[src/design/ght_pkg.sv]
// Shared types and constants for the generational handle table.
// No dependencies; ght_if, ght_exec and the top module import this package.
package ght_pkg;

  typedef enum logic [1:0] {
    FUNC_ALLOC = 2'd0,
    FUNC_FREE  = 2'd1,
    FUNC_GET   = 2'd2,
    FUNC_SET   = 2'd3
  } func_t;

  // XOR mask applied to every handle crossing the ports
  localparam logic [63:0] HANDLE_KEY = 64'h7f94a11ab7b3ee6b;
  // Multiplier between consecutive fresh-slot generations
  localparam logic [31:0] GEN_MULT   = 32'd6269629;

  typedef struct packed {
    logic        ok;
    logic [63:0] handle_out;
    logic [63:0] data_out;
  } rsp_t;

endpackage

[src/design/ght_exec.sv]
// Request evaluation: checks a handle against the slot word read for it,
// builds the response and the slot write-back. Depends on ght_pkg.
module ght_exec import ght_pkg::*; #(
  parameter int ENTRIES = 1024
) (
  input  func_t                          func,
  input  logic [$clog2(ENTRIES)-1:0]     idx,
  input  logic [31:0]                    gen,
  input  logic                           range_ok,
  input  logic [63:0]                    data_in,
  input  logic [64+32+1+$clog2(ENTRIES+1)-1:0] slot,
  input  logic [$clog2(ENTRIES+1)-1:0]   free_head,
  input  logic [$clog2(ENTRIES+1)-1:0]   fresh_count,
  input  logic                           page_first,
  input  logic [31:0]                    gen_seed,
  input  logic [31:0]                    fresh_gen,
  output rsp_t                           rsp,
  output logic                           wr_en,
  output logic [$clog2(ENTRIES)-1:0]     wr_addr,
  output logic [64+32+1+$clog2(ENTRIES+1)-1:0] wr_data,
  output logic [$clog2(ENTRIES+1)-1:0]   free_head_next,
  output logic                           fresh_take,
  output logic [31:0]                    fresh_gen_next
);

  localparam int IW = $clog2(ENTRIES);
  localparam int LW = $clog2(ENTRIES + 1);
  localparam logic [LW-1:0] EMPTY = LW'(ENTRIES);

  logic [63:0]   s_data;
  logic [31:0]   s_gen;
  logic          s_use;
  logic [LW-1:0] s_link;
  logic [31:0]   fresh_g;
  logic [31:0]   a_gen;
  logic          hit;

  assign s_data = slot[LW+96:LW+33];
  assign s_gen  = slot[LW+32:LW+1];
  assign s_use  = slot[LW];
  assign s_link = slot[LW-1:0];

  assign fresh_g        = page_first ? gen_seed : fresh_gen;
  assign fresh_gen_next = fresh_g * GEN_MULT;
  assign hit            = range_ok && s_use && (s_gen == gen);

  always_comb begin
    rsp            = '0;
    wr_en          = 1'b0;
    wr_addr        = idx;
    wr_data        = slot;
    free_head_next = free_head;
    fresh_take     = 1'b0;
    a_gen          = s_gen;
    case (func)
      FUNC_ALLOC: begin
        if (free_head != EMPTY) begin
          // reuse the most recently freed slot
          wr_addr        = free_head[IW-1:0];
          free_head_next = s_link;
          rsp.ok         = 1'b1;
        end else if (fresh_count != EMPTY) begin
          wr_addr    = fresh_count[IW-1:0];
          a_gen      = fresh_g;
          fresh_take = 1'b1;
          rsp.ok     = 1'b1;
        end
        if (rsp.ok) begin
          wr_en          = 1'b1;
          wr_data        = {64'd0, a_gen, 1'b1, EMPTY};
          rsp.handle_out = {a_gen, 32'(wr_addr)} ^ HANDLE_KEY;
        end
      end
      FUNC_FREE: begin
        if (hit) begin
          wr_en          = 1'b1;
          wr_data        = {s_data, s_gen + 32'd1, 1'b0, free_head};
          free_head_next = LW'(idx);
          rsp.ok         = 1'b1;
        end
      end
      FUNC_GET: begin
        if (hit) begin
          rsp.ok       = 1'b1;
          rsp.data_out = s_data;
        end
      end
      FUNC_SET: begin
        if (hit) begin
          wr_en   = 1'b1;
          wr_data = {data_in, s_gen, 1'b1, s_link};
          rsp.ok  = 1'b1;
        end
      end
      default: begin
        rsp.ok = 1'b0;
      end
    endcase
  end

endmodule

[config.mk]
export PLATFORM = sky130hd
export DESIGN_NAME = ght_exec
export DESIGN_NICKNAME = d
export VERILOG_FILES = /design/src/design/ght_pkg.sv /design/src/design/ght_exec.sv
export SDC_FILE = /design/constraint.sdc
export NUM_CORES = 1
export LEC_CHECK = 0
export BUFFER_PORTS_ARGS = -buffer_cell sky130_fd_sc_hd__buf_2
export CORE_AREA = 2 2 231 233
export DETAILED_ROUTE_END_ITERATION = 7
export DIE_AREA = 0 0 233 235
export PLACE_DENSITY = 0.45
export RECOVER_POWER = 100
export SLEW_MARGIN = 20
export SYNTH_ARGS = -nofsm -noshare
export SYNTH_HDL_FRONTEND = slang
export SYNTH_SLANG_ARGS = --single-unit
export TNS_END_PERCENT = 20
[constraint.sdc]
create_clock -name vclk -period 10.1
set_input_delay 1.01 -clock vclk [all_inputs]
set_output_delay 1.01 -clock vclk [all_outputs]
set_load 0.05 [all_outputs]
==> impl_summary.log <==
[metrics] post-synth design cell area: between 0.01 and 0.015 mm^2
[metrics] Worst EP arrival: 8640 ps
[metrics] largest driver fanout on the critical path: 15
[metrics] total half-perimeter wirelength after legalization and detailed placement: between 70000 and 80000 um
[metrics] DR vias: ~14000
[metrics] gr ovfl total: 0
[metrics] wire length of the first global-routing pass: ~110000 um
[metrics] total routed wirelength: approximately 80000 um
[metrics] placer's final routability congestion estimate: 0.955
[metrics] Hold Path Cell Cnt: 4
[metrics] final non-filler cell area: about 0.017 mm^2
[metrics] setup slack after layout: 448 ps
[metrics] clock tree buffer count of the final layout: 0
[metrics] via/cell ratio: roughly 4.8
[metrics] Most Frequent Cell on Critical Path: sky130_fd_sc_hd__fa_1
[metrics] GR peak layer: met2
[metrics] actual transition at the worst max-transition pin: roughly 3600 ps
[metrics] crit share post-route: 0.956
[metrics] met3 track utilization from global routing: 0.0619
[metrics] fill cell instance count of the final layout: 5859
[metrics] mean instance size in the synthesized netlist: around 7.9 um^2
[metrics] Top Ports: about 600
[metrics] Slowest-stage cell, CP: sky130_fd_sc_hd__fa_1
[metrics] overall track demand over capacity in global routing: 0.290
[metrics] worst path buffer plus inverter count: 6
[metrics] family of cells with the greatest summed delay on the critical path: adder cells
[metrics] delay of the slowest cell on the worst path: ~570 ps
[metrics] sequential area share after synthesis: 0
[metrics] final number of max-transition violations: 270
[metrics] Final nets: 2952
[metrics] commonest non-fill, non-tap cell in the layout: sky130_fd_sc_hd__buf_2
[metrics] WP depth: 23
[metrics] RSZ-0062 raised after global routing: no
[metrics] fmax: slightly above 0.1 GHz
[metrics] overall die width: 233 um
[metrics] number of global-route vias before repair: 14400
[metrics] category of the critical setup timing path: in2out
[metrics] top library cells by usage in the layout, fill and taps aside: sky130_fd_sc_hd__buf_2 (355), sky130_fd_sc_hd__inv_1 (328), sky130_fd_sc_hd__clkbuf_1 (236)
[metrics] ratio of cells with drive above 1 in the final layout: 0.184
[metrics] Post-Syn Instances: 1724
[metrics] sequential cell count: 0
[metrics] total placed instance area: 0.0173 mm^2
[metrics] initial antenna violation count: 33
[metrics] number of warning messages in the yosys log: 0
[metrics] Setup crit start kind: input port
[metrics] result of the run: finished, violations left
[metrics] row count: between 80 and 90
[metrics] Area Growth Syn to Fin: 24.4%
[metrics] placeable core area: 0.0522 mm^2
[metrics] Final min period: around 9700 ps
[metrics] required time of the worst setup path: slightly above 9000 ps
[metrics] vertical die dimension: approximately 240 um
[metrics] pre-CTS setup slack: ~550 ps
[metrics] final hold vios: 0
[metrics] met2 capacity usage during global routing: 0.455
[metrics] violations in the final reports: capacitance limit, slew limit
[metrics] count of nets left with antenna violations after detail routing: 0
[metrics] Pre-Repair DR Iteration Count: 5
[metrics] Die Footprint: 0.0548 mm^2
[metrics] met1 Resource Use GR: 0.374
[metrics] count of input and output buffers: 590
[metrics] violation count after the first detailed-routing iteration: around 830
[metrics] number of setup violations in the final report: 0
[metrics] sequential cell area: 0 um^2
[metrics] number of distinct library cells after synthesis: 61
[metrics] mean routed wirelength per cell: between 20 and 30 um
[metrics] ordered cell list for the critical path: buf_2 -> clkbuf_1 -> mux2i_1 -> inv_1 -> fa_1 -> ha_1 -> fa_1 -> fa_1 -> fa_1 -> fa_1 -> inv_1 -> fa_1 -> inv_1 -> ha_1 -> nand2_1 -> nor4_1 -> nand3_1 -> a31oi_1 -> o2111ai_1 -> o22ai_1 -> o41ai_1 -> xnor2_1 -> clkbuf_2
[metrics] effective utilization at floorplan: 0.261
[metrics] maximum number of pins on one net before global-route repair: 77
[metrics] Max-Cap Viols: 7
[metrics] Max transition margin: -1.37
[metrics] Setup TNS Final: 0 ps
[metrics] endpoint type of the worst setup path: output port
[metrics] number of remaining DRC errors: 0
[metrics] path type of the worst min-delay path: in2out
==> final timing paths <==
kind	startpoint	slack (ps)	to
min	data_in[9]	2440	wr_data[53]
max	page_first	450	fresh_gen_next[30]
==> area by class of cell <==
cell class / count / area, um^2 / share of cell area
inverter: 328 / 1230 / 0.0725
antenna: 13 / 32.5 / 0.00192
multi-input combinational: 1299 / 11900 / 0.703
timing repair buffer: 627 / 2920 / 0.172
tap: 688 / 861 / 0.0507
==> cells in the mapped netlist (all sizes together), types with 5 or more instances <==
library cell	number	area [um^2]
nand2	191	717
o21ai	116	581
a21o	12	90.1
nor3	26	165
buf	44	282
o21a	6	45.0
a21oi	65	325
a22oi	21	158
mux2	5	56.3
a211oi	13	97.6
nand4	11	103
and2	70	438
nor4	11	87.6
xnor2	88	771
ha	167	2090
clkbuf	58	218
a31oi	6	37.5
xor2	21	184
nor2	112	423
a22o	13	114
nand3	21	105
mux2i	39	390
inv	328	1230
fa	225	4500
==> through the flow <==
stage,hold slack [ps],cells,util
CTS,2420,2941,0.331
finish,2440,2955,0.325
detailed placement,2420,2941,0.331
global route,2450,2952,0.325
floorplan,2210,1729,-
global placement,2430,2941,0.331
==> cells by family after synthesis <==
| family | Yosys count | synth area share |
|---|---|---|
| and+or+nand+nor | 472 | 0.167 |
| buffers and inverters | 430 | 0.127 |
| adders and majority gates | 392 | 0.483 |
| AOI/OAI and AO/OA | 276 | 0.120 |
| xor gates and xnor gates | 109 | 0.0699 |
| muxes | 44 | 0.0327 |
| other | 1 | 0.000275 |
==> tightest hold or removal path, delay by kind of cell <==
family                 cells  cell delay, ps
and+or+nand+nor            1              40
AOI/OAI and AO/OA          1              60
buffers and inverters      2             310
==> layer usage <==
| metal | vias to the layer above | part of all wire |
|---|---|---|
| met5 | - | 0.00086 |
| met3 | 107 | 0.077 |
| met2 | 624 | 0.45 |
| met4 | 10 | 0.057 |
| met1 | 7034 | 0.41 |
| li1 | 6534 | - |
==> what timing repair did <==
| action | 4_1_cts | 5_1_grt |
|---|---|---|
| hold buffers | 0 | 0 |
| setup endpoints to repair | 0 | 1 |
| resized for setup | 0 | 1 |
| setup buffers | 0 | 0 |
Power is left out: the tool's default activity adds up to more than one toggle a clock period on the data nets, which glitch-free logic cannot reach.
